==> src/sdq_pkg.sv <==
// Shared types, constants and ring helpers for the deque engine.
package sdq_pkg;

    localparam int CAPACITY = 32;
    localparam int DATA_W   = 32;
    localparam int IDX_W    = (CAPACITY > 1) ? $clog2(CAPACITY) : 1;
    localparam int OCC_W    = $clog2(CAPACITY + 1);
    localparam int SUM_W    = IDX_W + 1;

    typedef enum logic [2:0] {
        MODE_PUSH_FRONT = 3'd0,
        MODE_PUSH_BACK  = 3'd1,
        MODE_POP_FRONT  = 3'd2,
        MODE_POP_BACK   = 3'd3,
        MODE_READ_OUT   = 3'd4,
        MODE_SORT       = 3'd5,
        MODE_DEDUPE     = 3'd6,
        MODE_UNUSED     = 3'd7
    } t_mode;

    typedef enum logic [1:0] {
        ST_OK    = 2'd0,
        ST_EMPTY = 2'd1,
        ST_FULL  = 2'd2,
        ST_RSVD  = 2'd3
    } t_status;

    typedef enum logic [3:0] {
        S_IDLE,
        S_EMIT,
        S_RO_RD,
        S_RO_OUT,
        S_SO_I,
        S_SO_A,
        S_SO_J,
        S_SO_C,
        S_DD_I,
        S_DD_X,
        S_DD_J,
        S_DD_C
    } t_state;

    typedef struct packed {
        logic gt;
        logic eq;
    } t_cmp;

    function automatic logic [IDX_W-1:0] ring_pos(input logic [IDX_W-1:0] base,
                                                  input logic [OCC_W-1:0] off);
        logic [SUM_W-1:0] sum;
        sum = SUM_W'(base) + SUM_W'(off);
        if (sum >= SUM_W'(CAPACITY)) begin
            sum = sum - SUM_W'(CAPACITY);
        end
        return sum[IDX_W-1:0];
    endfunction

    function automatic logic [IDX_W-1:0] ring_dec(input logic [IDX_W-1:0] base);
        if (base == '0) begin
            return IDX_W'(CAPACITY - 1);
        end
        return base - 1'b1;
    endfunction

endpackage

==> src/sdq_req_if.sv <==
// Request channel: command mode and push value.
interface sdq_req_if;
    logic               valid;
    logic               ready;
    logic [2:0]         mode;
    logic signed [31:0] value;

    modport source (output valid, output mode, output value, input ready);
    modport sink (input valid, input mode, input value, output ready);
endinterface

==> src/sdq_rsp_if.sv <==
// Response channel: result value, status and last flag.
interface sdq_rsp_if;
    logic               valid;
    logic               ready;
    logic signed [31:0] result_value;
    logic [1:0]         status;
    logic               last;

    modport source (output valid, output result_value, output status, output last,
                    input ready);
    modport sink (input valid, input result_value, input status, input last,
                  output ready);
endinterface

==> src/sdq_ram.sv <==
// Generic single-write, single-read RAM with registered read data.
module sdq_ram #(
    parameter int WIDTH = 32,
    parameter int DEPTH = 32
) (
    input  logic                     i_clk,
    input  logic                     i_we,
    input  logic [$clog2(DEPTH)-1:0] i_waddr,
    input  logic [WIDTH-1:0]         i_wdata,
    input  logic                     i_re,
    input  logic [$clog2(DEPTH)-1:0] i_raddr,
    output logic [WIDTH-1:0]         o_rdata
);
    logic [WIDTH-1:0] r_mem [DEPTH];
    logic [WIDTH-1:0] r_rdata;

    always_ff @(posedge i_clk) begin
        if (i_we) begin
            r_mem[i_waddr] <= i_wdata;
        end
        if (i_re) begin
            r_rdata <= r_mem[i_raddr];
        end
    end

    assign o_rdata = r_rdata;
endmodule

==> src/sdq_cmp.sv <==
// Shared signed magnitude and equality compare unit.
module sdq_cmp
    import sdq_pkg::*;
(
    input  logic [DATA_W-1:0] i_a,
    input  logic [DATA_W-1:0] i_b,
    output t_cmp              o_cmp
);
    always_comb begin
        o_cmp.gt = $signed(i_a) > $signed(i_b);
        o_cmp.eq = i_a == i_b;
    end
endmodule

==> src/sortable_deque_engine.sv <==
// Top level: deque over a ring RAM, with a sequencer that sorts and dedupes in place.
// Push: RAM write, then result load. Pop: RAM read, then result load.
// Read out: one RAM read per element, then its result load.
// Sort and dedupe run on one compare unit.
// Request ready only in idle; a waiting result does not block the next request.
// Synchronous active-low reset empties the queue; slot contents are not cleared.
module sortable_deque_engine
    import sdq_pkg::*;
(
    input  logic      i_clk,
    input  logic      i_rst_n,
    sdq_req_if.sink   i_req,
    sdq_rsp_if.source o_rsp
);
    t_state            r_state, n_state;
    logic [IDX_W-1:0]  r_front, n_front;
    logic [OCC_W-1:0]  r_occ, n_occ;
    logic [OCC_W-1:0]  r_i, n_i;
    logic [OCC_W-1:0]  r_j, n_j;
    logic [OCC_W-1:0]  r_n, n_n;
    logic [DATA_W-1:0] r_a, n_a;
    t_status           r_status, n_status;
    logic              r_use_rdata, n_use_rdata;

    logic              r_out_valid, n_out_valid;
    logic [DATA_W-1:0] r_out_value, n_out_value;
    t_status           r_out_status, n_out_status;
    logic              r_out_last, n_out_last;

    logic              ram_we, ram_re;
    logic [IDX_W-1:0]  ram_waddr, ram_raddr;
    logic [DATA_W-1:0] ram_wdata, ram_rdata;
    t_cmp              cmp;

    logic              w_accept, w_out_free, w_full, w_empty;
    t_mode             w_mode;

    sdq_ram #(.WIDTH(DATA_W), .DEPTH(CAPACITY)) u_ram (
        .i_clk   (i_clk),
        .i_we    (ram_we),
        .i_waddr (ram_waddr),
        .i_wdata (ram_wdata),
        .i_re    (ram_re),
        .i_raddr (ram_raddr),
        .o_rdata (ram_rdata)
    );

    sdq_cmp u_cmp (
        .i_a   (r_a),
        .i_b   (ram_rdata),
        .o_cmp (cmp)
    );

    assign i_req.ready = (r_state == S_IDLE);
    assign w_accept    = i_req.valid && i_req.ready;
    assign w_mode      = t_mode'(i_req.mode);
    assign w_out_free  = !r_out_valid || o_rsp.ready;
    assign w_full      = (r_occ == OCC_W'(CAPACITY));
    assign w_empty     = (r_occ == '0);

    assign o_rsp.valid        = r_out_valid;
    assign o_rsp.result_value = r_out_value;
    assign o_rsp.status       = r_out_status;
    assign o_rsp.last         = r_out_last;

    always_ff @(posedge i_clk) begin
        if (!i_rst_n) begin
            r_state     <= S_IDLE;
            r_front     <= '0;
            r_occ       <= '0;
            r_out_valid <= 1'b0;
        end else begin
            r_state     <= n_state;
            r_front     <= n_front;
            r_occ       <= n_occ;
            r_out_valid <= n_out_valid;
        end
    end

    always_ff @(posedge i_clk) begin
        r_i          <= n_i;
        r_j          <= n_j;
        r_n          <= n_n;
        r_a          <= n_a;
        r_status     <= n_status;
        r_use_rdata  <= n_use_rdata;
        r_out_value  <= n_out_value;
        r_out_status <= n_out_status;
        r_out_last   <= n_out_last;
    end

    always_comb begin
        n_state      = r_state;
        n_front      = r_front;
        n_occ        = r_occ;
        n_i          = r_i;
        n_j          = r_j;
        n_n          = r_n;
        n_a          = r_a;
        n_status     = r_status;
        n_use_rdata  = r_use_rdata;
        n_out_valid  = r_out_valid && !o_rsp.ready;
        n_out_value  = r_out_value;
        n_out_status = r_out_status;
        n_out_last   = r_out_last;
        ram_we       = 1'b0;
        ram_re       = 1'b0;
        ram_waddr    = ring_pos(r_front, r_i);
        ram_raddr    = ring_pos(r_front, r_i);
        ram_wdata    = r_a;

        case (r_state)
            S_IDLE: begin
                if (w_accept) begin
                    n_status    = ST_OK;
                    n_use_rdata = 1'b0;
                    n_i         = '0;
                    n_n         = '0;
                    case (w_mode)
                        MODE_PUSH_FRONT, MODE_PUSH_BACK: begin
                            n_state = S_EMIT;
                            if (w_full) begin
                                n_status = ST_FULL;
                            end else begin
                                ram_we    = 1'b1;
                                ram_wdata = i_req.value;
                                n_occ     = r_occ + 1'b1;
                                if (w_mode == MODE_PUSH_FRONT) begin
                                    n_front   = ring_dec(r_front);
                                    ram_waddr = ring_dec(r_front);
                                end else begin
                                    ram_waddr = ring_pos(r_front, r_occ);
                                end
                            end
                        end
                        MODE_POP_FRONT, MODE_POP_BACK: begin
                            n_state = S_EMIT;
                            if (w_empty) begin
                                n_status = ST_EMPTY;
                            end else begin
                                ram_re      = 1'b1;
                                n_use_rdata = 1'b1;
                                n_occ       = r_occ - 1'b1;
                                if (w_mode == MODE_POP_FRONT) begin
                                    ram_raddr = r_front;
                                    n_front   = ring_pos(r_front, OCC_W'(1));
                                end else begin
                                    ram_raddr = ring_pos(r_front, r_occ - 1'b1);
                                end
                            end
                        end
                        MODE_READ_OUT: begin
                            if (w_empty) begin
                                n_status = ST_EMPTY;
                                n_state  = S_EMIT;
                            end else begin
                                n_state = S_RO_RD;
                            end
                        end
                        MODE_SORT: begin
                            n_state = S_SO_I;
                        end
                        MODE_DEDUPE: begin
                            n_state = S_DD_I;
                        end
                        default: begin
                            n_state = S_IDLE;
                        end
                    endcase
                end
            end

            S_EMIT: begin
                if (w_out_free) begin
                    n_out_valid  = 1'b1;
                    n_out_value  = r_use_rdata ? ram_rdata : '0;
                    n_out_status = r_status;
                    n_out_last   = 1'b1;
                    n_state      = S_IDLE;
                end
            end

            S_RO_RD: begin
                ram_re  = 1'b1;
                n_state = S_RO_OUT;
            end

            S_RO_OUT: begin
                if (w_out_free) begin
                    n_out_valid  = 1'b1;
                    n_out_value  = ram_rdata;
                    n_out_status = ST_OK;
                    n_out_last   = (r_i + 1'b1 == r_occ);
                    n_i          = r_i + 1'b1;
                    n_state      = (r_i + 1'b1 == r_occ) ? S_IDLE : S_RO_RD;
                end
            end

            S_SO_I: begin
                if (r_i >= r_occ) begin
                    n_state = S_EMIT;
                end else begin
                    ram_re  = 1'b1;
                    n_j     = r_i + 1'b1;
                    n_state = S_SO_A;
                end
            end

            S_SO_A: begin
                n_a     = ram_rdata;
                n_state = S_SO_J;
            end

            S_SO_J: begin
                if (r_j >= r_occ) begin
                    ram_we  = 1'b1;
                    n_i     = r_i + 1'b1;
                    n_state = S_SO_I;
                end else begin
                    ram_re    = 1'b1;
                    ram_raddr = ring_pos(r_front, r_j);
                    n_state   = S_SO_C;
                end
            end

            S_SO_C: begin
                if (cmp.gt) begin
                    ram_we    = 1'b1;
                    ram_waddr = ring_pos(r_front, r_j);
                    n_a       = ram_rdata;
                end
                n_j     = r_j + 1'b1;
                n_state = S_SO_J;
            end

            S_DD_I: begin
                if (r_i >= r_occ) begin
                    n_occ   = r_n;
                    n_state = S_EMIT;
                end else begin
                    ram_re  = 1'b1;
                    n_state = S_DD_X;
                end
            end

            S_DD_X: begin
                n_a     = ram_rdata;
                n_j     = '0;
                n_state = S_DD_J;
            end

            S_DD_J: begin
                if (r_j >= r_n) begin
                    ram_we    = 1'b1;
                    ram_waddr = ring_pos(r_front, r_n);
                    n_n       = r_n + 1'b1;
                    n_i       = r_i + 1'b1;
                    n_state   = S_DD_I;
                end else begin
                    ram_re    = 1'b1;
                    ram_raddr = ring_pos(r_front, r_j);
                    n_state   = S_DD_C;
                end
            end

            S_DD_C: begin
                if (cmp.eq) begin
                    n_i     = r_i + 1'b1;
                    n_state = S_DD_I;
                end else begin
                    n_j     = r_j + 1'b1;
                    n_state = S_DD_J;
                end
            end

            default: begin
                n_state = S_IDLE;
            end
        endcase
    end
endmodule

==> src/flat_wrapper.sv <==
// flat-port wrapper written by rule: the top's interface ports become plain ports
module sortable_deque_engine_flat import sdq_pkg::*;
  (i_clk, i_rst_n, i_req_valid, i_req_mode, i_req_value, i_req_ready, o_rsp_valid, o_rsp_result_value, o_rsp_status, o_rsp_last, o_rsp_ready);
  sdq_req_if i_req_i ();
  sdq_rsp_if o_rsp_i ();
  input  logic i_clk;
  input  logic i_rst_n;
  input wire logic [$bits(i_req_i.valid)-1:0] i_req_valid;
  input wire logic [$bits(i_req_i.mode)-1:0] i_req_mode;
  input wire logic [$bits(i_req_i.value)-1:0] i_req_value;
  output wire logic [$bits(i_req_i.ready)-1:0] i_req_ready;
  output wire logic [$bits(o_rsp_i.valid)-1:0] o_rsp_valid;
  output wire logic [$bits(o_rsp_i.result_value)-1:0] o_rsp_result_value;
  output wire logic [$bits(o_rsp_i.status)-1:0] o_rsp_status;
  output wire logic [$bits(o_rsp_i.last)-1:0] o_rsp_last;
  input wire logic [$bits(o_rsp_i.ready)-1:0] o_rsp_ready;
  assign i_req_i.valid = i_req_valid;
  assign i_req_i.mode = i_req_mode;
  assign i_req_i.value = i_req_value;
  assign i_req_ready = i_req_i.ready;
  assign o_rsp_valid = o_rsp_i.valid;
  assign o_rsp_result_value = o_rsp_i.result_value;
  assign o_rsp_status = o_rsp_i.status;
  assign o_rsp_last = o_rsp_i.last;
  assign o_rsp_i.ready = o_rsp_ready;
  sortable_deque_engine u_core (.i_clk(i_clk), .i_rst_n(i_rst_n), .i_req(i_req_i), .o_rsp(o_rsp_i));
endmodule
==> config.mk <==
export PLATFORM = sky130hd
export DESIGN_NAME = sortable_deque_engine_flat
export DESIGN_NICKNAME = d
export VERILOG_FILES = /design/src/sdq_pkg.sv /design/src/sdq_req_if.sv /design/src/sdq_rsp_if.sv /design/src/sdq_ram.sv /design/src/sdq_cmp.sv /design/src/sortable_deque_engine.sv /design/src/flat_wrapper.sv
export SDC_FILE = /design/constraint.sdc
export NUM_CORES = 2
export LEC_CHECK = 0
export BUFFER_PORTS_ARGS = -buffer_cell sky130_fd_sc_hd__buf_4
export CAP_MARGIN = 20
export CELL_PAD_IN_SITES_DETAIL_PLACEMENT = 0
export CELL_PAD_IN_SITES_GLOBAL_PLACEMENT = 2
export CORE_MARGIN = 5
export CORE_UTILIZATION = 48
export DETAILED_ROUTE_END_ITERATION = 12
export GPL_TIMING_DRIVEN = 0
export PLACE_DENSITY_LB_ADDON = 0.15
export SYNTH_ARGS = -nofsm -noshare
export SYNTH_HDL_FRONTEND = slang
export SYNTH_SLANG_ARGS = --single-unit
==> constraint.sdc <==
create_clock -name i_clk -period 7.75 [get_ports i_clk]
set_input_delay 2.325 -clock i_clk [delete_from_list [all_inputs] [get_ports i_clk]]
set_output_delay 2.325 -clock i_clk [all_outputs]
set_load 0.005 [all_outputs]
# After elaboration in Yosys (flattened, before gate mapping)
# Memories as Yosys holds them, arrays and structs flattened. A register that Yosys moved wholly into a read port is not among the register bits.
# Index checks and enable logic that the tools add are counted.
# classes
n_addsub	18
n_lt_le_gt_ge	10
n_eq_ne	37
muxes	99
reduce_logical	33
# ops
op	count
32-bit 2-to-1 mux	8
32-bit case mux with 2 select lines	2
5-bit 2-to-1 mux	24
6-bit 2-to-1 mux	12
4-bit case mux with 11 select lines	1
6-bit >= comparator, second input constant	6
6-bit case mux with 2 select lines	3
5-bit by 1-bit subtractor with 5-bit output, second input constant	7
32-bit equality test	1
32-bit greater-than comparator	1
5-bit by 6-bit adder with 6-bit output	5
5-bit case mux with 3 select lines	2
6-bit case mux with 5 select lines	1
1-bit 2-to-1 mux	25
6-bit by 1-bit adder with 6-bit output, second input constant	4
6-bit case mux with 4 select lines	1
6-bit >= comparator	3
2-bit by 1-bit inequality test with 1-bit output, second input constant	9
4-bit by 3-bit equality test with 1-bit output, second input constant	4
4-bit equality test, second input constant	4
2-bit 2-to-1 mux	8
4-bit 2-to-1 mux	4
4-bit case mux with 4 select lines	1
3-bit AND reduction	4
other kinds (33)	57
# word_totals
regBits	104
mem_bits_rw	1024
inputBits	39
out_inout_bits	37
word_cells	211
memories	1
# memory_table
name	words	word_bits	rd	rd_ports_with_merged_regs	write_ports	line_no	rtl
u_core.u_ram.r_mem	32	32	1	1	1	sdq_ram.sv:14	logic [WIDTH-1:0] r_mem [DEPTH];

# Longest topological paths before layout
# depth
word_depth	13
ltp_mapped	16

# Modules after synthesis
# From an unflattened synthesis, not the netlist that was laid out.
# unflattened
cells_unflattened	3075
hier_area_um2	48286.3
# by_module_without_submodules
mod	n_inst	cells_per_inst	area_each_um2	seq_area_each_um2
sdq_ram	1	2260	40812.9	31710.4
sortable_deque_engine	1	701	6628.9	2962.8
sdq_cmp	1	114	844.6	0.0

# Worst setup path before layout
# No wires, ideal clock.
# synth_path
path_type	input to register
startpoint	input port i_req_mode[1]
endpoint	memory u_core.u_ram.r_mem[1][0], enable pin
setup_ps	461
arrival_time_ps	6742
required_time_ps	7289
setup_slack_ps	547
path_stages	11
path_buffers	2
cell_sequence	buf_2 > nor3_1 > nor2_1 > mux2i_1 > nand3_1 > a31oi_1 > o21bai_1 > a31o_2 > or2_2 > clkbuf_1 > nor3_1
# synth_via
elab_chain_len	7
word_cells_on_any_way	13
cone_classes	1 x eq/ne; 10 x mux; 2 x reduce/logical
# synth_lines
element	line_no	rtl
from (decl)	flat_wrapper.sv:9	input wire logic [$bits(i_req_i.mode)-1:0] i_req_mode;
3-bit by 1-bit equality test with 1-bit output / 3-bit logical NOT (equally long branches)	sortable_deque_engine.sv:119, sortable_deque_engine.sv:128	
2-bit OR reduction	n/a	
1-bit 2-to-1 mux	sortable_deque_engine.sv:119	case (w_mode)
1-bit 2-to-1 mux	sortable_deque_engine.sv:114	if (w_accept) begin
1-bit case mux with 4 select lines	sortable_deque_engine.sv:112	case (r_state)
1-bit 2-to-1 mux	sdq_ram.sv:18	if (i_we) begin
1-bit 2-to-1 mux (not written as such)	sdq_ram.sv:19	r_mem[i_waddr] <= i_wdata;
to (decl)	sdq_ram.sv:14	
# Parallel ways exist; a longest one is shown, timed or not.

# Worst setup path in the final report
# layout_path
startpoint	input port i_req_mode[2]
endpoint	memory u_core.u_ram.r_mem[17][13], enable pin
# Same word-level chain as after synthesis.

==> reports/results.tsv <==
metric	value	unit
status	complete, no violations	
Period Utilization, post-route	0.893	
Slew @ Worst Pin	1.18	ns
endpoint class of the critical path	flip-flop	
Post-CTS Setup Repair Bufs	0	
Remaining Overflow, GRT	0	
layout cells sized above 1	0.180	
final setup vio count	0	
WL/cell	28.9	µm
Total Wirelength	136	mm
worst skew pair latency	0.73	ns
EDFF count, synth	1144	
Worst Clk Skew	0.0396	ns
first-pass GRT wire length	196	mm
I/O Pins	76	
DIE AREA	108000	µm²
clk slew on worst S/H paths	0.06	ns
Clock Sinks	1160	
leak pwr	0.0197	µW
GRT Total Usage	0.250	
FF/Latch Area	34700	µm²
CTS resizes	0	
drt initial violations	2791	
worst path required time	8.16	ns
# DRC	0	
Final Net Count	3422	
Setup CP Type	in2reg	
Vias	28200	
FMAX	144	MHz
PortBufs	75	
antenna violations before repair	0	
Clock Path Buffers	3	
RSZ-0062 raised after global routing	no	
Max-Cap Viols	0	
largest net degree at the start of global routing	33	
setup TNS	0	ns
Placed Cells	4457	
Post-synth ARST share	0	
cts hold-fix bufs	0	
Rel. slew slack	0.211	
Initial Util	0.484	
Fin. Hold Viols	0	
WP data arrival	7.33	ns
DRT Pass-1 Iters	6	
# diodes	0	
Peak supply drop	0.185	mV
Syn Nets	3101	
TritonCTS clock tree	yes	
Setup crit end	u_core.u_ram.r_mem[17][13]$_DFFE_PP_	
worst r2r dst	u_core.u_ram.r_mem[0][14]$_DFFE_PP_	
Post-Route Utilization	0.566	
core footprint	100000	µm²
minimum clock period after layout	6.92	ns
distinct cell type count after synthesis	81	
Area after DPL	52400	µm²
startpoint class of the critical path	primary input	
Final Max Slew Viols	0	
Yosys reg bits	1160	
vias per inst	6.00	
Final Cell Area	56700	µm²
DIE WIDTH	328	µm
Power Density	261	nW/µm²
min-delay worst type	reg2reg	
row cnt	116	
Avg Synthesized Cell Area	16.3	µm²
die height	328	µm
fill count	7772	
Post-Syn Instances	2980	
post-synthesis cell area	48500	µm²
worst reg2reg path depth	14	
root buffer cell	clkbuf_16	
post-route ant nets	0	
sequential element share of the synthesized area	0.715	
Num CTS Buffers	119	
r2r startpoint	u_core.r_occ[0]$_SDFFE_PN0P_	
H-tree depth	3	
crit path launch	i_req_mode[2]	
critical-path maximum fanout	10	
Finished Layout Cells	4697	
Area Overhead vs Synth	16.9	%
ys flop type	edfxtp_1	
post-DP HPWL	96.1	mm
worst hold margin	0.451	ns
multi-input logic area	13000	µm²
r2r setup slk	1.35	ns
Synth Warn #	0	
vias in the first global route	28600	
GP Congestion	0.862	
cells in the final DEF (no fill, tap or decap), types with 24 or more instances in the layout:
cell type  instances
a22oi_1           34
nand2_1          294
and2_1            70
nand3_1           24
buf_16            35
inv_1             59
a221oi_1          31
buf_2             46
a32oi_1           64
clkbuf_1         109
mux2i_1          256
xnor2_1           25
buf_4            108
o311a_1           32
clkinv_1          27
buf_6             74
mux4_2            95
ha_1              77
clkbuf_16        120
a211oi_1          70
o21ai_0           73
edfxtp_1        1144
a21oi_1           56
nor2_1            90
stage by stage:
step / setup WS (ns) / total power, µW
after floorplan: 0.547 / 8450
final: 0.827 / 14800
after detailed placement: 0.137 / 9330
after global routing: 0.593 / 15300
after CTS: 0.879 / 14800
after global placement: -3.68 / 9250
worst min-delay path by stage:
| stage | startpoint | endpoint | slack [ns] | depth (start not counted) |
|---|---|---|---|---|
| after floorplan | u_core.u_ram.o_rdata[10]$_DFFE_PP_ | u_core.r_a[10]$_DFFE_PP_ | 0.43 | 0 |
| after global placement | u_core.u_ram.o_rdata[11]$_DFFE_PP_ | u_core.r_a[11]$_DFFE_PP_ | 0.44 | 0 |
| after detailed placement | u_core.u_ram.o_rdata[26]$_DFFE_PP_ | u_core.r_a[26]$_DFFE_PP_ | 0.44 | 0 |
| after CTS | u_core.u_ram.o_rdata[2]$_DFFE_PP_ | u_core.r_a[2]$_DFFE_PP_ | 0.45 | 0 |
| after global routing | u_core.u_ram.o_rdata[31]$_DFFE_PP_ | u_core.r_a[31]$_DFFE_PP_ | 0.46 | 0 |
| final | u_core.u_ram.o_rdata[2]$_DFFE_PP_ | u_core.r_a[2]$_DFFE_PP_ | 0.45 | 0 |
cell type report:
type | instances | area share
sequential | 1160 | 0.611
multi-input combinational | 1591 | 0.228
clock buffer | 145 | 0.0546
timing repair buffer | 200 | 0.0457
tap | 1298 | 0.0286
buffer | 169 | 0.0155
clock inverter | 74 | 0.0119
inverter | 60 | 0.00397
per-layer routing:
metal	vias to the layer above	GRT usage	wire, µm	share of wire
met5	-	0	0	0
met4	0	0.0624	2900	0.021
met3	188	0.0436	9030	0.066
met2	943	0.418	66300	0.49
met1	14600	0.345	57600	0.42
li1	12500	-	-	-
kinds of logic (layout without fill, tap and decap cells):
group / count (synthesis) / after routing / share of synthesized area
buf+inv: 229 / 648 / 0.0227
xor+xnor: 42 / 42 / 0.00758
compound gates: 495 / 495 / 0.0763
mux: 353 / 353 / 0.0974
fa+ha+maj: 82 / 82 / 0.0219
flops: 1160 / 1160 / 0.715
simple gates: 619 / 619 / 0.0593
power by group:
part           leakage (µW)  internal [µW]  switching [µW]
combinational       0.00742            782            1440
clock               0.00183           3170            2390
sequential           0.0105           6980            35.7
total                0.0197          10900            3860
sequential cells by signal (all words and copies together) (netlist names), 5 cells and up:
register and count:
u_core.r_i 6, u_core.o_rsp.result_value 32, u_core.r_a 32, u_core.r_front 5
u_core.r_n 6, u_core.r_j 6, u_core.u_ram.o_rdata 32, u_core.r_occ 6
u_core.u_ram.r_mem 1024
synthesized netlist by cell type (31+ instances only):
cell type / n / area (µm²)
edfxtp_1: 1144 / 34400
a21oi_1: 56 / 280
buf_2: 44 / 220
o21ai_0: 74 / 370
mux2i_1: 256 / 2560
ha_1: 77 / 963
and2_1: 70 / 438
o311a_1: 32 / 320
nor3_1: 37 / 185
inv_1: 59 / 221
clkbuf_1: 84 / 315
nand2_1: 294 / 1100
a221oi_1: 31 / 272
a211oi_1: 70 / 526
nor2_1: 103 / 387
a32oi_1: 64 / 561
mux4_2: 95 / 2140
a22oi_1: 34 / 255
critical path: stages:
cell and delay (ns):
buf_4 0.12, clkbuf_1 0.22, nor2_1 0.18, a21boi_0 0.37, nor2b_1 0.18, clkbuf_1 0.66, a31oi_1 0.24, o21bai_1 0.24
a21boi_0 0.88, o21ai_0 0.51, nor3_2 0.76, buf_6 0.27, buf_8 0.17, buf_6 0.18
No activity file was read; power rests on OpenSTA's default activity.
